File: config.mk
export PLATFORM = sky130hd
export DESIGN_NAME = reno_congestion_window_control_flat
export DESIGN_NICKNAME = d
export VERILOG_FILES = /design/src/rtl/reno_cwc_pkg.sv /design/src/rtl/reno_cwc_if.sv /design/src/rtl/reno_cwc_div.sv /design/src/rtl/reno_congestion_window_control.sv /design/src/flat_wrapper.sv
export VERILOG_INCLUDE_DIRS = /design/src /design/src/rtl
export SDC_FILE = /design/constraint.sdc
export NUM_CORES = 1
export LEC_CHECK = 0
export ABC_AREA = 0
export BUFFER_PORTS_ARGS = -buffer_cell sky130_fd_sc_hd__buf_2
export CORE_MARGIN = 2
export CORE_UTILIZATION = 40
export CTS_CLUSTER_DIAMETER = 120
export DETAILED_ROUTE_END_ITERATION = 8
export PLACE_DENSITY = 0.67
export SKIP_LAST_GASP = 1
export SLEW_MARGIN = 10
export SYNTH_ARGS = -nofsm -noshare
export SYNTH_HDL_FRONTEND = slang
export SYNTH_HIERARCHICAL = 1
export SYNTH_SLANG_ARGS = --single-unit
File: constraint.sdc
create_clock -name clk_i -period 7.6 [get_ports clk_i]
set_input_delay 1.52 -clock clk_i [delete_from_list [all_inputs] [get_ports clk_i]]
set_output_delay 1.52 -clock clk_i [all_outputs]
set_load 0.1 [all_outputs]
File: src/rtl/reno_congestion_window_control_defines.svh
// Assertion macros shared by the congestion window controller RTL.
// Included by files that carry concurrent checks; needs no other file.
`ifndef RENO_CONGESTION_WINDOW_CONTROL_DEFINES_SVH
`define RENO_CONGESTION_WINDOW_CONTROL_DEFINES_SVH

// Same-cycle implication, disabled while reset is low.
`define RCWC_ASSERT_IMPL(name, clk, rst_n, ante, cons) \
  name: assert property (@(posedge clk) disable iff (!rst_n) (ante) |-> (cons)) \
    else $error("implication check failed");

// Next-cycle implication, disabled while reset is low.
`define RCWC_ASSERT_NEXT(name, clk, rst_n, ante, cons) \
  name: assert property (@(posedge clk) disable iff (!rst_n) (ante) |=> (cons)) \
    else $error("next-cycle check failed");

`endif

File: src/rtl/reno_cwc_pkg.sv
// Shared types and constants of the Reno congestion window controller.
// No dependencies; used by the interfaces, the top level and the bench.
`default_nettype none

package reno_cwc_pkg;

  localparam int SEQ_BITS        = 16;
  localparam int WINDOW_BITS     = 24;
  localparam int MSS_BITS        = 16;
  localparam int MSS3_BITS       = MSS_BITS + 2;
  localparam int THRESH_CFG_BITS = 24;
  localparam int COUNT_BITS      = 16;
  localparam int TIMER_BITS      = 32;
  localparam int REG_DATA_BITS   = 32;
  localparam int REG_ADDR_BITS   = 4;

  localparam logic [MSS_BITS-1:0]        MSS_RESET     = 16'd1024;
  localparam logic [THRESH_CFG_BITS-1:0] THRESH_RESET  = 24'd65536;
  localparam logic [COUNT_BITS-1:0]      COUNT_RESET   = 16'd0;
  localparam logic [TIMER_BITS-1:0]      TIMEOUT_RESET = 32'd1000;

  localparam logic [1:0] DUP_LIMIT = 2'd3;

  typedef enum logic [1:0] {
    OP_START = 2'd0,
    OP_ACK   = 2'd1,
    OP_TICK  = 2'd2,
    OP_POLL  = 2'd3
  } op_e;

  typedef enum logic [1:0] {
    PH_SLOW_START = 2'd0,
    PH_AVOIDANCE  = 2'd1,
    PH_RECOVERY   = 2'd2
  } phase_e;

  typedef enum logic [1:0] {
    REG_SEGMENT_SIZE  = 2'd0,
    REG_INIT_THRESH   = 2'd1,
    REG_SEGMENT_COUNT = 2'd2,
    REG_TIMEOUT       = 2'd3
  } reg_idx_e;

  typedef enum logic [2:0] {
    ST_IDLE,
    ST_DIV_INC,
    ST_DIV_QUOT,
    ST_DIV_POLL,
    ST_EMIT
  } ctl_state_e;

endpackage

`default_nettype wire

File: src/rtl/reno_cwc_if.sv
// Valid/ready channel interfaces for input and result transactions.
// Depends on reno_cwc_pkg for widths and the operation code type.
`default_nettype none

interface reno_cwc_in_if #(
  parameter int SeqBits = reno_cwc_pkg::SEQ_BITS
);
  logic                 valid;
  logic                 ready;
  reno_cwc_pkg::op_e    op;
  logic [SeqBits-1:0]   ack_number;
  logic                 ack_good;

  modport source (output valid, output op, output ack_number, output ack_good,
                  input ready);
  modport sink   (input valid, input op, input ack_number, input ack_good,
                  output ready);
endinterface

interface reno_cwc_out_if #(
  parameter int SeqBits    = reno_cwc_pkg::SEQ_BITS,
  parameter int WindowBits = reno_cwc_pkg::WINDOW_BITS
);
  logic                  valid;
  logic                  ready;
  logic                  send_valid;
  logic [SeqBits-1:0]    first_segment;
  logic [SeqBits-1:0]    last_segment;
  logic                  is_resend;
  logic                  transfer_done;
  logic [WindowBits-1:0] window_bytes;
  logic [WindowBits-1:0] threshold_bytes;
  logic [1:0]            phase;

  modport source (output valid, output send_valid, output first_segment,
                  output last_segment, output is_resend, output transfer_done,
                  output window_bytes, output threshold_bytes, output phase,
                  input ready);
  modport sink   (input valid, input send_valid, input first_segment,
                  input last_segment, input is_resend, input transfer_done,
                  input window_bytes, input threshold_bytes, input phase,
                  output ready);
endinterface

`default_nettype wire

File: src/rtl/reno_cwc_div.sv
// Restoring serial divider, one quotient bit per cycle.
// Standalone; shared by the window controller for cwnd/MSS and MSS/N.
`default_nettype none

module reno_cwc_div #(
  parameter int DividendBits = 24,
  parameter int DivisorBits  = 16
) (
  input  logic                    clk_i,
  input  logic                    rst_ni,
  input  logic                    start_i,
  input  logic [DividendBits-1:0] dividend_i,
  input  logic [DivisorBits-1:0]  divisor_i,
  output logic                    busy_o,
  output logic                    done_o,
  output logic [DividendBits-1:0] quotient_o
);

  localparam int CntBits = $clog2(DividendBits + 1);

  logic [DivisorBits-1:0]  rem_q, rem_d;
  logic [DividendBits-1:0] quo_q, quo_d;
  logic [DivisorBits-1:0]  dvs_q, dvs_d;
  logic [CntBits-1:0]      cnt_q, cnt_d;
  logic                    busy_q, busy_d;
  logic                    done_q, done_d;
  logic [DivisorBits:0]    shifted;
  logic [DivisorBits:0]    diff;
  logic                    fits;

  assign shifted = {rem_q, quo_q[DividendBits-1]};
  assign diff    = shifted - {1'b0, dvs_q};
  assign fits    = shifted >= {1'b0, dvs_q};

  always_comb begin
    rem_d  = rem_q;
    quo_d  = quo_q;
    dvs_d  = dvs_q;
    cnt_d  = cnt_q;
    busy_d = busy_q;
    done_d = 1'b0;
    if (start_i) begin
      rem_d  = '0;
      quo_d  = dividend_i;
      dvs_d  = divisor_i;
      cnt_d  = CntBits'(DividendBits);
      busy_d = 1'b1;
    end else if (busy_q) begin
      rem_d = fits ? diff[DivisorBits-1:0] : shifted[DivisorBits-1:0];
      quo_d = {quo_q[DividendBits-2:0], fits};
      cnt_d = cnt_q - CntBits'(1);
      if (cnt_q == CntBits'(1)) begin
        busy_d = 1'b0;
        done_d = 1'b1;
      end
    end
  end

  always_ff @(posedge clk_i or negedge rst_ni) begin
    if (!rst_ni) begin
      cnt_q  <= '0;
      busy_q <= 1'b0;
      done_q <= 1'b0;
    end else begin
      cnt_q  <= cnt_d;
      busy_q <= busy_d;
      done_q <= done_d;
    end
  end

  always_ff @(posedge clk_i) begin
    rem_q <= rem_d;
    quo_q <= quo_d;
    dvs_q <= dvs_d;
  end

  assign busy_o     = busy_q;
  assign done_o     = done_q;
  assign quotient_o = quo_q;

endmodule

`default_nettype wire

File: src/rtl/reno_congestion_window_control.sv
// Reno congestion window controller: start, ACK, tick, send-poll sequencer.
// Depends on reno_cwc_pkg, reno_cwc_if, reno_cwc_div and the defines header.
// Start, tick and an ACK that is not new go straight to ST_EMIT after acceptance; new ACK and
// poll first take one divider pass, new ACK in avoidance two (ST_DIV_INC, then ST_DIV_QUOT),
// on the serial divider (one quotient bit a cycle); ST_EMIT registers the result once out is free.
// One transaction in flight; asynchronous active-low reset, no clearing pass.
`default_nettype none
`include "reno_congestion_window_control_defines.svh"

module reno_congestion_window_control #(
  parameter int SeqBits    = reno_cwc_pkg::SEQ_BITS,
  parameter int WindowBits = reno_cwc_pkg::WINDOW_BITS
) (
  input  logic                                    clk_i,
  input  logic                                    rst_ni,
  reno_cwc_in_if.sink                             in_i,
  reno_cwc_out_if.source                          out_o,
  input  logic                                    psel,
  input  logic                                    penable,
  input  logic                                    pwrite,
  input  logic [reno_cwc_pkg::REG_ADDR_BITS-1:0]  paddr,
  input  logic [reno_cwc_pkg::REG_DATA_BITS-1:0]  pwdata,
  output logic [reno_cwc_pkg::REG_DATA_BITS-1:0]  prdata,
  output logic                                    pready
);

  import reno_cwc_pkg::*;

  localparam int DivW = (MSS_BITS > SeqBits) ? MSS_BITS : SeqBits;
  localparam int LnW  = ((SeqBits > COUNT_BITS) ? SeqBits : COUNT_BITS) + 1;
  localparam int QW   = (WindowBits > SeqBits) ? WindowBits : SeqBits;
  localparam int SW   = ((WindowBits > MSS3_BITS) ? WindowBits : MSS3_BITS) + 1;
  localparam int TW   = (WindowBits > THRESH_CFG_BITS) ? WindowBits : THRESH_CFG_BITS;
  localparam int TopW = SeqBits + 1;

  // Configuration registers
  logic [MSS_BITS-1:0]        mss_cfg_q;
  logic [THRESH_CFG_BITS-1:0] thresh_cfg_q;
  logic [COUNT_BITS-1:0]      count_cfg_q;
  logic [TIMER_BITS-1:0]      timeout_q;
  logic                       cfg_write;
  reg_idx_e                   cfg_idx;

  // Controller state
  ctl_state_e             state_q, state_d;
  logic [WindowBits-1:0]  window_q, window_d;
  logic [WindowBits-1:0]  threshold_q, threshold_d;
  logic [1:0]             dup_q, dup_d;
  phase_e                 phase_q, phase_d;
  logic [SeqBits-1:0]     base_q, base_d;
  logic [SeqBits-1:0]     next_q, next_d;
  logic [SeqBits-1:0]     wseg_q, wseg_d;
  logic                   timer_run_q, timer_run_d;
  logic [TIMER_BITS-1:0]  timer_q, timer_d;

  // Pending range
  logic                   rng_valid_q, rng_valid_d;
  logic [SeqBits-1:0]     rng_first_q, rng_first_d;
  logic [SeqBits-1:0]     rng_last_q, rng_last_d;
  logic                   rng_resend_q, rng_resend_d;
  logic                   resend_all;

  // Result register
  logic                   out_valid_q, out_valid_d;
  logic                   out_load;
  logic                   send_q;
  logic [SeqBits-1:0]     first_q;
  logic [SeqBits-1:0]     last_q;
  logic                   resend_q;
  logic                   done_q;
  logic [WindowBits-1:0]  win_out_q;
  logic [WindowBits-1:0]  thr_out_q;
  phase_e                 phase_out_q;

  // Divider
  logic                   div_start;
  logic                   inc_sel;
  logic [WindowBits-1:0]  div_dividend;
  logic [DivW-1:0]        div_divisor;
  logic                   div_busy;
  logic                   div_done;
  logic [WindowBits-1:0]  div_quo;

  // Derived values
  logic                   in_fire;
  logic [MSS_BITS-1:0]    mss_eff;
  logic [WindowBits-1:0]  mss_win;
  logic [WindowBits-1:0]  win_max;
  logic [TW-1:0]          thr_cfg_ext;
  logic [WindowBits-1:0]  thr_init;
  logic [LnW-1:0]         cnt_wide;
  logic [LnW-1:0]         lim_wide;
  logic [SeqBits-1:0]     last_num;
  logic [SeqBits-1:0]     last_p1;
  logic [QW-1:0]          q_ext;
  logic [QW-1:0]          seqmax_ext;
  logic [QW-1:0]          q_clamp;
  logic [SeqBits-1:0]     ws_from_div;
  logic [SeqBits-1:0]     wseg_div;
  logic [WindowBits-1:0]  thr_half;
  logic [MSS3_BITS-1:0]   three_mss;
  logic [SW-1:0]          dup_sum;
  logic [WindowBits-1:0]  window_dup;
  logic [TopW-1:0]        top_raw;
  logic [TopW-1:0]        top_cap;
  logic [TopW-1:0]        top_sel;
  logic [SeqBits-1:0]     ack_p1;
  logic [1:0]             dup_inc;
  logic [TIMER_BITS-1:0]  tick_inc;

  function automatic logic [WindowBits-1:0] sat_add(input logic [WindowBits-1:0] a,
                                                    input logic [WindowBits-1:0] b);
    logic [WindowBits:0] s;
    s = {1'b0, a} + {1'b0, b};
    return s[WindowBits] ? {WindowBits{1'b1}} : s[WindowBits-1:0];
  endfunction

  // APB register file
  assign pready    = 1'b1;
  assign cfg_write = psel && penable && pwrite;
  assign cfg_idx   = reg_idx_e'(paddr[3:2]);

  always_ff @(posedge clk_i or negedge rst_ni) begin
    if (!rst_ni) begin
      mss_cfg_q    <= MSS_RESET;
      thresh_cfg_q <= THRESH_RESET;
      count_cfg_q  <= COUNT_RESET;
      timeout_q    <= TIMEOUT_RESET;
    end else if (cfg_write) begin
      unique case (cfg_idx)
        REG_SEGMENT_SIZE:  mss_cfg_q    <= pwdata[MSS_BITS-1:0];
        REG_INIT_THRESH:   thresh_cfg_q <= pwdata[THRESH_CFG_BITS-1:0];
        REG_SEGMENT_COUNT: count_cfg_q  <= pwdata[COUNT_BITS-1:0];
        REG_TIMEOUT:       timeout_q    <= pwdata[TIMER_BITS-1:0];
        default: ;
      endcase
    end
  end

  always_comb begin
    unique case (cfg_idx)
      REG_SEGMENT_SIZE:  prdata = REG_DATA_BITS'(mss_cfg_q);
      REG_INIT_THRESH:   prdata = REG_DATA_BITS'(thresh_cfg_q);
      REG_SEGMENT_COUNT: prdata = REG_DATA_BITS'(count_cfg_q);
      REG_TIMEOUT:       prdata = REG_DATA_BITS'(timeout_q);
      default:           prdata = '0;
    endcase
  end

  // Derived values
  assign in_fire  = in_i.valid && in_i.ready;
  assign mss_eff  = (mss_cfg_q == '0) ? MSS_BITS'(1) : mss_cfg_q;
  assign mss_win  = WindowBits'(mss_eff);
  assign win_max  = {WindowBits{1'b1}};

  assign thr_cfg_ext = TW'(thresh_cfg_q);
  assign thr_init    = (thr_cfg_ext > TW'(win_max)) ? win_max : WindowBits'(thr_cfg_ext);

  assign cnt_wide = LnW'(count_cfg_q);
  assign lim_wide = LnW'({SeqBits{1'b1}}) - LnW'(1);
  assign last_num = (cnt_wide > lim_wide) ? SeqBits'(lim_wide) : SeqBits'(cnt_wide);
  assign last_p1  = last_num + SeqBits'(1);

  // window / MSS: zero counts as one segment, clamped to the sequence range
  assign q_ext       = QW'(div_quo);
  assign seqmax_ext  = QW'({SeqBits{1'b1}});
  assign q_clamp     = (q_ext == '0) ? QW'(1) : ((q_ext > seqmax_ext) ? seqmax_ext : q_ext);
  assign ws_from_div = q_clamp[SeqBits-1:0];
  assign wseg_div    = (wseg_q == '0) ? SeqBits'(1) : wseg_q;

  assign thr_half   = window_q >> 1;
  assign three_mss  = {2'b00, mss_eff} + {1'b0, mss_eff, 1'b0};
  assign dup_sum    = SW'(thr_half) + SW'(three_mss);
  assign window_dup = (dup_sum > SW'(win_max)) ? win_max : dup_sum[WindowBits-1:0];

  assign top_raw = TopW'(base_q) + TopW'(ws_from_div) - TopW'(1);
  assign top_cap = TopW'(last_num);
  assign top_sel = (top_raw > top_cap) ? top_cap : top_raw;

  assign ack_p1   = in_i.ack_number + SeqBits'(1);
  assign dup_inc  = dup_q + 2'd1;
  assign tick_inc = (timer_q == {TIMER_BITS{1'b1}}) ? timer_q : timer_q + TIMER_BITS'(1);

  assign in_i.ready = (state_q == ST_IDLE);

  // Sequencer
  always_comb begin
    state_d      = state_q;
    window_d     = window_q;
    threshold_d  = threshold_q;
    dup_d        = dup_q;
    phase_d      = phase_q;
    base_d       = base_q;
    next_d       = next_q;
    wseg_d       = wseg_q;
    timer_run_d  = timer_run_q;
    timer_d      = timer_q;
    rng_valid_d  = rng_valid_q;
    rng_first_d  = rng_first_q;
    rng_last_d   = rng_last_q;
    rng_resend_d = rng_resend_q;
    resend_all   = 1'b0;
    out_valid_d  = out_valid_q;
    out_load     = 1'b0;
    div_start    = 1'b0;
    inc_sel      = 1'b0;

    if (out_valid_q && out_o.ready) begin
      out_valid_d = 1'b0;
    end

    unique case (state_q)
      ST_IDLE: begin
        if (in_fire) begin
          rng_valid_d  = 1'b0;
          rng_resend_d = 1'b0;
          state_d      = ST_EMIT;
          unique case (in_i.op)
            OP_START: begin
              window_d    = mss_win;
              threshold_d = thr_init;
              dup_d       = '0;
              phase_d     = PH_SLOW_START;
              base_d      = SeqBits'(1);
              next_d      = SeqBits'(1);
              wseg_d      = SeqBits'(1);
              timer_run_d = 1'b0;
              timer_d     = '0;
            end
            OP_ACK: begin
              if (in_i.ack_good && (in_i.ack_number >= base_q) &&
                  (in_i.ack_number < next_q)) begin
                dup_d       = '0;
                base_d      = ack_p1;
                timer_d     = '0;
                timer_run_d = (ack_p1 != next_q);
                div_start   = 1'b1;
                case (phase_q)
                  PH_AVOIDANCE: begin
                    inc_sel = 1'b1;
                    state_d = ST_DIV_INC;
                  end
                  PH_RECOVERY: begin
                    window_d = threshold_q;
                    phase_d  = PH_AVOIDANCE;
                    state_d  = ST_DIV_QUOT;
                  end
                  default: begin
                    window_d = sat_add(window_q, mss_win);
                    phase_d  = (window_d >= threshold_q) ? PH_AVOIDANCE : PH_SLOW_START;
                    state_d  = ST_DIV_QUOT;
                  end
                endcase
              end else if (in_i.ack_good && (in_i.ack_number < base_q)) begin
                if (phase_q == PH_RECOVERY) begin
                  window_d = sat_add(window_q, mss_win);
                end else if (dup_q < DUP_LIMIT) begin
                  dup_d = dup_inc;
                  if (dup_inc == DUP_LIMIT) begin
                    threshold_d = thr_half;
                    window_d    = window_dup;
                    phase_d     = PH_RECOVERY;
                    timer_d     = '0;
                    resend_all  = 1'b1;
                  end
                end
              end
            end
            OP_TICK: begin
              if (timer_run_q) begin
                timer_d = tick_inc;
                if (tick_inc >= timeout_q) begin
                  threshold_d = thr_half;
                  window_d    = mss_win;
                  dup_d       = '0;
                  phase_d     = PH_SLOW_START;
                  timer_d     = '0;
                  resend_all  = 1'b1;
                end
              end
            end
            OP_POLL: begin
              div_start = 1'b1;
              state_d   = ST_DIV_POLL;
            end
            default: ;
          endcase
        end
      end
      ST_DIV_INC: begin
        if (div_done) begin
          window_d  = sat_add(window_q, div_quo);
          div_start = 1'b1;
          state_d   = ST_DIV_QUOT;
        end
      end
      ST_DIV_QUOT: begin
        if (div_done) begin
          wseg_d  = ws_from_div;
          state_d = ST_EMIT;
        end
      end
      ST_DIV_POLL: begin
        if (div_done) begin
          wseg_d  = ws_from_div;
          state_d = ST_EMIT;
          if (TopW'(next_q) <= top_sel) begin
            rng_valid_d = 1'b1;
            rng_first_d = next_q;
            rng_last_d  = top_sel[SeqBits-1:0];
            if (!timer_run_q && (base_q == next_q)) begin
              timer_run_d = 1'b1;
              timer_d     = '0;
            end
            next_d = top_sel[SeqBits-1:0] + SeqBits'(1);
          end
        end
      end
      ST_EMIT: begin
        if (!out_valid_q || out_o.ready) begin
          out_load    = 1'b1;
          out_valid_d = 1'b1;
          state_d     = ST_IDLE;
        end
      end
      default: state_d = ST_IDLE;
    endcase

    // go-back-N: resend everything in flight
    if (resend_all) begin
      rng_valid_d  = (base_q < next_q);
      rng_first_d  = base_q;
      rng_last_d   = next_q - SeqBits'(1);
      rng_resend_d = 1'b1;
    end

    div_dividend = inc_sel ? mss_win : window_d;
    div_divisor  = inc_sel ? DivW'(wseg_div) : DivW'(mss_eff);
  end

  always_ff @(posedge clk_i or negedge rst_ni) begin
    if (!rst_ni) begin
      state_q      <= ST_IDLE;
      window_q     <= '0;
      threshold_q  <= '0;
      dup_q        <= '0;
      phase_q      <= PH_SLOW_START;
      base_q       <= SeqBits'(1);
      next_q       <= SeqBits'(1);
      wseg_q       <= SeqBits'(1);
      timer_run_q  <= 1'b0;
      timer_q      <= '0;
      rng_valid_q  <= 1'b0;
      rng_resend_q <= 1'b0;
      out_valid_q  <= 1'b0;
    end else begin
      state_q      <= state_d;
      window_q     <= window_d;
      threshold_q  <= threshold_d;
      dup_q        <= dup_d;
      phase_q      <= phase_d;
      base_q       <= base_d;
      next_q       <= next_d;
      wseg_q       <= wseg_d;
      timer_run_q  <= timer_run_d;
      timer_q      <= timer_d;
      rng_valid_q  <= rng_valid_d;
      rng_resend_q <= rng_resend_d;
      out_valid_q  <= out_valid_d;
    end
  end

  always_ff @(posedge clk_i) begin
    rng_first_q <= rng_first_d;
    rng_last_q  <= rng_last_d;
    if (out_load) begin
      send_q      <= rng_valid_q;
      first_q     <= rng_valid_q ? rng_first_q : '0;
      last_q      <= rng_valid_q ? rng_last_q : '0;
      resend_q    <= rng_valid_q && rng_resend_q;
      done_q      <= (base_q == last_p1);
      win_out_q   <= window_q;
      thr_out_q   <= threshold_q;
      phase_out_q <= phase_q;
    end
  end

  assign out_o.valid           = out_valid_q;
  assign out_o.send_valid      = send_q;
  assign out_o.first_segment   = first_q;
  assign out_o.last_segment    = last_q;
  assign out_o.is_resend       = resend_q;
  assign out_o.transfer_done   = done_q;
  assign out_o.window_bytes    = win_out_q;
  assign out_o.threshold_bytes = thr_out_q;
  assign out_o.phase           = phase_out_q;

  reno_cwc_div #(
    .DividendBits (WindowBits),
    .DivisorBits  (DivW)
  ) u_div (
    .clk_i      (clk_i),
    .rst_ni     (rst_ni),
    .start_i    (div_start),
    .dividend_i (div_dividend),
    .divisor_i  (div_divisor),
    .busy_o     (div_busy),
    .done_o     (div_done),
    .quotient_o (div_quo)
  );

  `RCWC_ASSERT_NEXT(a_accept_leaves_idle, clk_i, rst_ni, in_fire, state_q != ST_IDLE)
  `RCWC_ASSERT_IMPL(a_div_done_awaited, clk_i, rst_ni, div_done, (state_q == ST_DIV_INC) || (state_q == ST_DIV_QUOT) || (state_q == ST_DIV_POLL))
  `RCWC_ASSERT_IMPL(a_idle_div_quiet, clk_i, rst_ni, state_q == ST_IDLE, !div_busy)
  `RCWC_ASSERT_IMPL(a_base_not_past_next, clk_i, rst_ni, 1'b1, base_q <= next_q)
  `RCWC_ASSERT_IMPL(a_wseg_nonzero, clk_i, rst_ni, 1'b1, wseg_q != '0)

endmodule

`default_nettype wire

File: src/flat_wrapper.sv
// flat-port wrapper written by rule: the top's interface ports become plain ports
module reno_congestion_window_control_flat import reno_cwc_pkg::*;
#(
  parameter int SeqBits    = reno_cwc_pkg::SEQ_BITS,
  parameter int WindowBits = reno_cwc_pkg::WINDOW_BITS
)
  (clk_i, rst_ni, psel, penable, pwrite, paddr, pwdata, prdata, pready, in_i_valid, in_i_op, in_i_ack_number, in_i_ack_good, in_i_ready, out_o_valid, out_o_send_valid, out_o_first_segment, out_o_last_segment, out_o_is_resend, out_o_transfer_done, out_o_window_bytes, out_o_threshold_bytes, out_o_phase, out_o_ready);
  reno_cwc_in_if #(.SeqBits(SeqBits)) in_i_i ();
  reno_cwc_out_if #(.SeqBits(SeqBits), .WindowBits(WindowBits)) out_o_i ();
  input  logic clk_i;
  input  logic rst_ni;
  input  logic psel;
  input  logic penable;
  input  logic pwrite;
  input  logic [reno_cwc_pkg::REG_ADDR_BITS-1:0] paddr;
  input  logic [reno_cwc_pkg::REG_DATA_BITS-1:0] pwdata;
  output logic [reno_cwc_pkg::REG_DATA_BITS-1:0] prdata;
  output logic pready;
  input wire logic [$bits(in_i_i.valid)-1:0] in_i_valid;
  input wire logic [$bits(in_i_i.op)-1:0] in_i_op;
  input wire logic [$bits(in_i_i.ack_number)-1:0] in_i_ack_number;
  input wire logic [$bits(in_i_i.ack_good)-1:0] in_i_ack_good;
  output wire logic [$bits(in_i_i.ready)-1:0] in_i_ready;
  output wire logic [$bits(out_o_i.valid)-1:0] out_o_valid;
  output wire logic [$bits(out_o_i.send_valid)-1:0] out_o_send_valid;
  output wire logic [$bits(out_o_i.first_segment)-1:0] out_o_first_segment;
  output wire logic [$bits(out_o_i.last_segment)-1:0] out_o_last_segment;
  output wire logic [$bits(out_o_i.is_resend)-1:0] out_o_is_resend;
  output wire logic [$bits(out_o_i.transfer_done)-1:0] out_o_transfer_done;
  output wire logic [$bits(out_o_i.window_bytes)-1:0] out_o_window_bytes;
  output wire logic [$bits(out_o_i.threshold_bytes)-1:0] out_o_threshold_bytes;
  output wire logic [$bits(out_o_i.phase)-1:0] out_o_phase;
  input wire logic [$bits(out_o_i.ready)-1:0] out_o_ready;
  assign in_i_i.valid = in_i_valid;
  assign in_i_i.op = in_i_op;
  assign in_i_i.ack_number = in_i_ack_number;
  assign in_i_i.ack_good = in_i_ack_good;
  assign in_i_ready = in_i_i.ready;
  assign out_o_valid = out_o_i.valid;
  assign out_o_send_valid = out_o_i.send_valid;
  assign out_o_first_segment = out_o_i.first_segment;
  assign out_o_last_segment = out_o_i.last_segment;
  assign out_o_is_resend = out_o_i.is_resend;
  assign out_o_transfer_done = out_o_i.transfer_done;
  assign out_o_window_bytes = out_o_i.window_bytes;
  assign out_o_threshold_bytes = out_o_i.threshold_bytes;
  assign out_o_phase = out_o_i.phase;
  assign out_o_i.ready = out_o_ready;
  reno_congestion_window_control #(.SeqBits(SeqBits), .WindowBits(WindowBits)) u_core (.clk_i(clk_i), .rst_ni(rst_ni), .in_i(in_i_i), .out_o(out_o_i), .psel(psel), .penable(penable), .pwrite(pwrite), .paddr(paddr), .pwdata(pwdata), .prdata(prdata), .pready(pready));
endmodule
# == Word-level counts from Yosys, hierarchy flattened ==
# Cells that the tools add are included.
# W data, S select, Z words.
# op_classes
order_cmp,14
n_addsub,14
muxes,137
eq_ne,50
n_reduce_logical,46
# ops
operator,n
$mux W24,23
$mux W32,12
$mux W16,21
$pmux W24 S3,2
$pmux W32 S4,1
$pmux W16 S2,3
$pmux W24 S2,2
$pmux W32 S3,1
$pmux W32 S2,1
$add A16 B1 Y16 const B,3
$lt A16 B16 Y1,3
$mux W1,40
$add A32 B1 Y32 const B,1
$eq A16 B16 Y1,2
$eq A32 B32 Y1 const B,1
$ge A32 B32 Y1,1
$logic_not A16 Y1,2
$add A24 B16 Y25,1
$add A24 B24 Y25,1
$gt A25 B24 Y1 const B,1
$add A23 B18 Y24,1
$ge A24 B24 Y1,1
$gt A24 B16 Y1 const B,1
$gt A24 B24 Y1 const B,1
52 further kinds,135
# word_totals
wordCells,294
regBits,407
input_bits,62
out_inout_bits,120

# == Depth between registers and ports, before layout ==
# Gate-level depths: netlist of the first run.
# logic_depth
ltp_word,16
mapped_depth,35
ltp_nobuf,30

# == By module ==
# The synthesis of the first run kept the hierarchy.
# modules_own_cells
mod,instances,cells_per_inst,area_per_inst_um2,seq_area_each_um2
reno_congestion_window_control,1,2965,26546.7,9207.6
reno_cwc_div,1,323,3567.2,1696.6

# == Worst setup path after synthesis of the first run ==
# No wires, ideal clock.
# synth_path
kind,register to register
from,register u_core.u_div.quo_q[22] (netlist: u_core/u_div/quotient_o[22])
to,register u_core.rng_first_q[0] (enable)
period_less_slack_ns,7.239
stages_incl_launch_ff,33
required_ns,7.225
setup_slack_ns,0.361
n_path_buf,4
setup_ns,0.375
arrival_time_ns,6.864
cell_sequence,edfxtp_1 nor4_1 nand2_1 clkbuf_1 nor2_1 ha_1 inv_1 ha_1 fa_1 a21o_1 a221oi_1 a21oi_1 xnor2_1 inv_1 ha_1 nand2_1 nor4_1 a21o_1 o211ai_1 nor4_4 buf_6 buf_2 nor2_1 a21oi_1 ha_1 nor2b_1 o21a_1 o21a_1 o31ai_1 a31o_2 o21a_1 clkbuf_1 or2_2
# synth_between
elab_chain_len,10
word_cells_on_any_way,11
cone_classes,add/sub (2); order compare (3); mux (3); reduce/logical (3)
# synth_rtl
item,line_no,rtl
from (decl),reno_cwc_div.sv:22,"logic [DividendBits-1:0] quo_q, quo_d;"
from (signal assigned),reno_cwc_div.sv:73,quo_q <= quo_d;
$gt A24 B16 Y1,reno_congestion_window_control.sv:167,assign q_clamp = (q_ext == '0) ? QW'(1) : ((q_ext > seqmax_ext) ? seqmax_ext : q_ext);
$mux W16,reno_congestion_window_control.sv:167,
$mux W16 *,reno_congestion_window_control.sv:167,
$add A16 B16 Y17 *,reno_congestion_window_control.sv:176,assign top_raw = TopW'(base_q) + TopW'(ws_from_div) - TopW'(1);
$sub A17 B1 Y17 *,reno_congestion_window_control.sv:176,
$gt A17 B16 Y1,reno_congestion_window_control.sv:178,assign top_sel = (top_raw > top_cap) ? top_cap : top_raw;
$mux W17 *,reno_congestion_window_control.sv:178,
$le A16 B17 Y1 *,reno_congestion_window_control.sv:307,if (TopW'(next_q) <= top_sel) begin
$reduce_bool A2 Y1 (no line) *,n/a,
$reduce_and A3 Y1 (no line) *,n/a,
to (signal assigned),reno_congestion_window_control.sv:374,rng_first_q <= rng_first_d;
to (decl),reno_congestion_window_control.sv:58,"logic [SeqBits-1:0] rng_first_q, rng_first_d;"
# Mark *: on every way between the ends. The rest lies on a longest branch, timed or not.
# A chain may end at the register's enable or synchronous reset.

# == Final worst setup path of the first run ==
# layout_path
from,register u_core.u_div.quo_q[23] (netlist: u_core/u_div/quotient_o[23])
to,register u_core.timer_q[27]
# layout_between
elab_chain_len,10
word_cells_on_any_way,11
cone_classes,add/sub (2); order compare (3); eq/ne (1); mux (3); reduce/logical (2)
# layout_rtl
item,line_no,rtl
$gt A24 B16 Y1,reno_congestion_window_control.sv:167,
$mux W16,reno_congestion_window_control.sv:167,
$mux W16 *,reno_congestion_window_control.sv:167,
$add A16 B16 Y17 *,reno_congestion_window_control.sv:176,
$sub A17 B1 Y17 *,reno_congestion_window_control.sv:176,
$gt A17 B16 Y1,reno_congestion_window_control.sv:178,
$mux W17 *,reno_congestion_window_control.sv:178,
$le A16 B17 Y1 *,reno_congestion_window_control.sv:307,
$ne A2 B1 Y1 (no line) *,n/a,
$reduce_and A11 Y1 (no line) *,n/a,
to (signal assigned),reno_congestion_window_control.sv:366,timer_q <= timer_d;
to (decl),reno_congestion_window_control.sv:54,"logic [TIMER_BITS-1:0] timer_q, timer_d;"
# Marked as above.

==> out/metrics.cfg, run 1 <==
[outcome]
status=completed

[final_layout]
nets=3880
drive_above_1_share=0.173
area_growth_pct=15.6
fillers=7063
instances_no_fill=4551
fin_util=0.468

[worst_setup_path]
cpMostUsedCell=buf_4
cp_max_fo=7
cpPeakStageDelay_ns=0.41
start_kind=flip-flop
cp.required_ns=8.15
worstSetupPathType=flip-flop to flip-flop
worstReg2RegEnd=u_core/timer_q[27]
arrival_ns=7.92
end_kind=flip-flop
timing.rr.start=u_core/u_div/quotient_o[23]
r2r_slack_ns=0.23
crit_start=u_core/u_div/quotient_o[23]
crit_path_top_delay_cell=edfxtp_1
reg2reg_depth=36

[route]
wl_um=109000
via_per_inst=5.96
detail_route.iter0.violations=3200
via_count=27107
drc_errors=0
drt_pass1_iterations=5
ant_nets=0
wire_per_inst_um=23.9

[floorplan]
initial_utilization=0.405
die_area_um2=77500
die_width_um=278
core_um2=74400
rows=100
die_h_um=278
top_level_ports=182

[placement]
portBuffers=178
hpwl_um=83300
place_ws_ns=-0.191
post-place-cells=4453
routabilityCongestion=1.03

[clocking]
cts_buffers=50
clock_latency_ns=0.65
cts_sinks=407
clk_pin_slew_ns=0.06
cts_buffer_depth=3
htreeDepth=2
cts_tree=built
cts.root.buffer_cell=clkbuf_16

[grt]
grt_remaining_overflow=0
grt_pass1_wl_um=160000
antenna_found_initial=9
grtUsageTotal=0.274
grt_start_max_net_pins=145
grt_pass1_vias=25074

[synthesis]
synth_commonest_cells=nand2_1 (418), ha_1 (259), o21ai_0 (255)
yosysTopAreaCellShare=0.185
synthFlopType=dfrtp_1
syn_avg_cell_area_um2=9.16
synth-seq-cells=407
ys_types=102
synth_top_area_cell=dfrtp_1
synth_area_leaders=dfrtp_1 (19%), edfxtp_1 (16%), ha_1 (11%), nand2_1 (5.2%), o21ai_0 (4.2%)
synth_edf_count=157
ys_async_sr_fraction=0.575
postSynthCellCount=3288
synth_most_common_cell=nand2_1
synth_nets=3629
ys_seq_area_frac=0.362
syn_area_um2=30100
yosysWarnings=6

[sta]
clock.fmax_mhz=136
finalHoldViolCount=0
min_period_ns=7.37
drv_slew=0
min_period_over_period=0.970
clock_skew_ns=0.0541
setup_ws_ns=0.227
whs_ns=0.473
rsz0062_at_grt=yes
relSlewSlack=0.206
setup_viol=0
worst_pin_slew_ns=1.19

[min_path]
hold_depth=1
hold_class=flip-flop to flip-flop
hold_path_end=u_core/rng_resend_q
hp-start=u_core/rng_resend_q

[pwr]
ir_drop_mv=0.250
power.density_nw_per_um2=447
p_leak_nw=15.3

[job]
maxCapViolations=0

[critical path: cells and delay by family (launching register included)]
family | cells | cell delay, ns
compound gates | 13 | 2.47
xor+xnor | 1 | 0.21
fa+ha+maj | 5 | 1.25
buf+inv | 9 | 1.33
flops | 1 | 0.41
mux | 1 | 0.22
simple gates | 7 | 1.41
[power by group]
part           internal [W]  total [W]  switching [W]
Combinational       0.00387    0.00941        0.00554
Sequential          0.00291    0.00373       0.000824
Clock               0.00139    0.00243        0.00104
[per-layer routing]
| metal | share of wire | vias to the layer above | track usage |
|---|---|---|---|
| met1 | 0.42 | 12996 | 0.380 |
| met3 | 0.12 | 224 | 0.0810 |
| met5 | 0.00071 | - | 0 |
| li1 | - | 12553 | - |
| met4 | 0.038 | 12 | 0.0959 |
| met2 | 0.42 | 1322 | 0.404 |
[repair_timing]
action	4_1_cts	5_1_grt
endpoints found under the hold margin	0	0
pin swaps	2	8
setup buffers	0	3
resized for setup	3	32
hold buffers	0	0
endpoints found under the setup margin	32	81
[registers in the layout (all words and copies together) (netlist names), 24 cells and up]
signal                        cells
u_core/out_o.window_bytes        24
u_core/threshold_q               24
u_core/window_q                  24
u_core/timer_q                   32
u_core/u_div/quotient_o          24
u_core/timeout_q                 32
u_core/thr_cfg_ext               24
u_core/out_o.threshold_bytes     24
[worst max-delay path by stage]
| stage | end | slack, ns |
|---|---|---|
| 2_1_floorplan | u_core/rng_first_q[0] | 0.36 |
| 3_3_place_gp | u_core/timer_q[18] | -0.04 |
| 3_5_place_dp | u_core/timer_q[18] | -0.19 |
| 4_1_cts | u_core/timer_q[20] | 0.006 |
| 5_1_grt | u_core/timer_q[18] | -0.07 |
| 6_report | u_core/timer_q[27] | 0.23 |
[area by class of cell]
cell class                 count  area (µm²)  area share
timing repair buffer         361        2340      0.0672
tap                          969        1210      0.0348
sequential                   407       10900       0.313
antenna                        2        5.00    0.000144
clock buffer                  64        1370      0.0392
inverter                     220         826      0.0237
clock inverter                29         318     0.00913
multi-input combinational   2499       17800       0.513
[metrics by stage]
step                      TNS, ns  total power, W  cell area [µm²]
after floorplan                 0         0.00932            30100
after global placement    -0.0542          0.0126            33000
after detailed placement    -3.21          0.0127            33000
after CTS                       0          0.0152            34700
after global routing       -0.485          0.0165            34800
final                           0          0.0156            34800
[cells by family after synthesis]
kind of cell / Yosys count / synth area share
AND/OR/NAND/NOR: 1032 / 0.165
AO/OA/AOI/OAI: 878 / 0.194
flip-flops: 407 / 0.362
buffers and inverters: 382 / 0.0521
adder cells (fa/ha/maj): 279 / 0.121
multiplexers: 158 / 0.0624
XOR/XNOR: 151 / 0.0439
other: 1 / 0.000125
[cell usage in the layout (no fill, tap or decap), drive strengths merged, types with 16 or more instances in the layout]
master | Yosys | layout
o211ai | 30 | 30
a21o | 57 | 57
nand2 | 418 | 418
and3 | 34 | 34
a221oi | 25 | 25
nor2 | 173 | 173
a22o | 17 | 17
or3 | 21 | 21
dfxtp | 16 | 16
clkbuf | 134 | 64
inv | 218 | 220
o21a | 28 | 28
buf | 28 | 361
fa | 20 | 20
mux2i | 65 | 65
nor2b | 34 | 34
a21oi | 164 | 164
nand2b | 42 | 42
nand3 | 78 | 78
ha | 259 | 259
dfrtp | 223 | 223
and2 | 46 | 46
xor2 | 54 | 54
o21ai | 261 | 261
o31ai | 50 | 50
a211oi | 46 | 46
a211o | 20 | 20
mux2 | 77 | 77
clkinv | 2 | 24
nor3 | 57 | 57
nor4 | 31 | 31
edfxtp | 157 | 157
nand4 | 36 | 36
mux4 | 16 | 16
xnor2 | 97 | 97
a31oi | 28 | 28
Note: power is estimated with default switching activity, not from simulation.
==> run 2, diff against run 1 <==
--- a/config.mk
+++ b/config.mk
@@ -8,11 +8,13 @@
 export LEC_CHECK = 0
 export ABC_AREA = 0
 export BUFFER_PORTS_ARGS = -buffer_cell sky130_fd_sc_hd__buf_2
+export CELL_PAD_IN_SITES_DETAIL_PLACEMENT = 1
+export CELL_PAD_IN_SITES_GLOBAL_PLACEMENT = 2
 export CORE_MARGIN = 2
-export CORE_UTILIZATION = 40
+export CORE_UTILIZATION = 36
 export CTS_CLUSTER_DIAMETER = 120
 export DETAILED_ROUTE_END_ITERATION = 8
-export PLACE_DENSITY = 0.67
+export PLACE_DENSITY = 0.87
 export SKIP_LAST_GASP = 1
 export SLEW_MARGIN = 10
 export SYNTH_ARGS = -nofsm -noshare
==> out/metrics.cfg, run 2 (synthesized netlist as in run 1, its figures left out) <==
[grt]
gr-usage-met1=0.391  ; +0.0104
grt_start_max_net_pins=69  ; -52%
grt_remaining_overflow=0  ; unchanged
grt_pass1_wl_um=178000  ; +11%
use_met2=0.421  ; +0.0169
grt_use_met3=0.0533  ; -0.0277
grtUsageTotal=0.273  ; -0.000760
grt_busiest_layer=met2
grt_pass1_vias=27722  ; +11%
antenna_found_initial=6  ; -3

[floorplan]
die_area_um2=86000  ; +11%
top_level_ports=182  ; unchanged
die_h_um=293  ; +5.3%
rows=106  ; +6.0%
core_um2=83300  ; +12%
die_width_um=293  ; +5.3%
initial_utilization=0.362  ; -0.0429

[pwr]
ir_drop_mv=0.267  ; +6.9%
power.density_nw_per_um2=455  ; +1.7%
pwr-share-comb=0.610  ; +0.006
netSwitchingFraction=0.473  ; -0.00202
power_w=0.0162  ; +3.9%
p_leak_nw=15.5  ; +1.6%
clockPowerShare=0.158  ; +0.002
p_switching_w=0.00765  ; +3.4%
intPower_w=0.00852  ; +4.3%
seq_power_share=0.232  ; -0.008

[route]
via_per_inst=5.87  ; -1.4%
via_count=27575  ; +1.7%
drt_pass1_iterations=5  ; unchanged
drc_errors=0  ; unchanged
ant_nets=0  ; unchanged
wire_per_inst_um=25.6  ; +7.0%
detail_route.iter0.violations=2496  ; -22%
wl_um=120000  ; +10%

[worst_setup_path]
cp.buffers_inverters=8  ; -1
cp_max_fo=6  ; -1
end_kind=flip-flop
arrival_ns=7.95  ; +0.03 ns
crit_path_top_delay_cell=edfxtp_1
r2r_slack_ns=0.14  ; -0.08 ns
start_kind=flip-flop
worstReg2RegEnd=u_core/timer_q[20]
reg2reg_depth=35  ; -2.8%
crit_path_end=u_core/timer_q[20]
timing.rr.start=u_core/u_div/quotient_o[22]
path_delay_family=compound AO/OA/AOI/OAI gates
cp.depth=35  ; -2.8%
crit_start=u_core/u_div/quotient_o[22]
cp.required_ns=8.09  ; -0.06 ns
worstSetupPathType=flip-flop to flip-flop
cpPeakStageDelay_ns=0.43  ; +0.02 ns

[clocking]
clk_pin_slew_ns=0.06  ; about the same
htreeDepth=2  ; unchanged
cts.root.buffer_cell=clkbuf_16
cts_buffer_depth=3  ; unchanged
cts_buffers=52  ; +4.0%
cts_tree=built
clock_latency_ns=0.65  ; about the same
cts_sinks=407  ; unchanged

[placement]
routabilityCongestion=0.952  ; -7.8%
placed_cell_area_um2=33300  ; +0.90%
hpwl_um=92200  ; +11%
portBuffers=178  ; unchanged

[final_layout]
layout_common_cells=nand2_1 (414), ha_1 (253), o21ai_0 (248)
final_common_cell=nand2_1
nets=3912  ; +0.82%
drive_above_1_share=0.189  ; +0.0158
final_area_um2=35600  ; +2.1%
diodes=0  ; -2
multi_input_area_um2=18100  ; +1.3%
fillers=9707  ; +37%
area_growth_pct=18.1
seqCellArea_um2=10900  ; unchanged
top_regs=u_core/timeout_q x32, u_core/timer_q x32

[sta]
clock_skew_ns=0.0592  ; +0.00509 ns
setup_viol=0  ; unchanged
min_period_over_period=0.981  ; +0.0109
clock.fmax_mhz=134  ; -1.1%
worst_pin_slew_ns=1.16  ; -0.0256 ns
rsz0062_at_grt=yes
drv_slew=0  ; unchanged
finalHoldViolCount=0  ; unchanged
min_period_ns=7.46  ; +0.0831 ns
relSlewSlack=0.213  ; +0.00691

[job]
maxCapViolations=0  ; unchanged

[min_path]
hold_class=flip-flop to flip-flop

[outcome]
status=completed

run 2: layout make-up:
| type | count | share of cell area |
|---|---|---|
| multi-input combinational | 2500 | 0.508 |
| sequential | 407 | 0.307 |
| timing repair buffer | 390 | 0.0739 |
| clock buffer | 69 | 0.0404 |
| tap | 1080 | 0.0380 |
| inverter | 220 | 0.0233 |
| clock inverter | 29 | 0.00929 |
run 2: worst min path at each step:
stage / slack [ns] / cells past startpoint / start / endpoint
6_report: 0.49 / 1 / u_core/rng_resend_q / u_core/rng_resend_q
5_1_grt: 0.51 / 1 / u_core/rng_resend_q / u_core/rng_resend_q
4_1_cts: 0.49 / 1 / u_core/rng_resend_q / u_core/rng_resend_q
3_5_place_dp: 0.47 / 1 / u_core/rng_resend_q / u_core/rng_resend_q
3_3_place_gp: 0.46 / 1 / u_core/rng_resend_q / u_core/rng_resend_q
2_1_floorplan: 0.44 / 1 / u_core/rng_resend_q / u_core/rng_resend_q
run 2: power by group through the flow:
stage                     Combinational, W  Sequential [W]  Clock [W]
after global routing                0.0107         0.00379    0.00269
after floorplan                    0.00590         0.00342          0
after global placement             0.00888         0.00371          0
final                              0.00986         0.00375    0.00256
after CTS                          0.00939         0.00371    0.00262
after detailed placement           0.00910         0.00374          0
run 2: metrics by stage:
step                TNS (ns)  hold slack (ns)  cells  setup WS, ns  utilization
floorplan                  0            0.441   3288         0.361            -
global placement      -23.01            0.458   4583        -0.493        0.399
detailed placement    -35.37            0.472   4583        -0.667        0.399
CTS                        0            0.486   4686       0.00194        0.422
global route          -0.329            0.510   4695       -0.0867        0.427
finish                     0            0.492   4695         0.144        0.427
run 2: worst register-to-register path, delay by kind of cell (launching register included):
| family | cells | cell delay (ns) |
|---|---|---|
| buf+inv | 8 | 1.15 |
| xor+xnor | 1 | 0.19 |
| simple gates | 9 | 1.93 |
| fa+ha+maj | 5 | 1.18 |
| flops | 1 | 0.43 |
| compound gates | 12 | 2.44 |
run 2: what timing repair did:
item	4_1_cts	5_1_grt
buffers inserted	5	7
endpoints found under the setup margin	82	82
gates cloned	0	4
gates resized for setup	24	67
hold buffers	0	0
pin swaps	8	24
run 2: layer usage:
| metal | part of all wire | vias to the layer above |
|---|---|---|
| met4 | 0.027 | 6 |
| met1 | 0.45 | 13774 |
| met2 | 0.44 | 1040 |
| met3 | 0.082 | 164 |
| met5 | 0.00030 | - |
| li1 | - | 12591 |
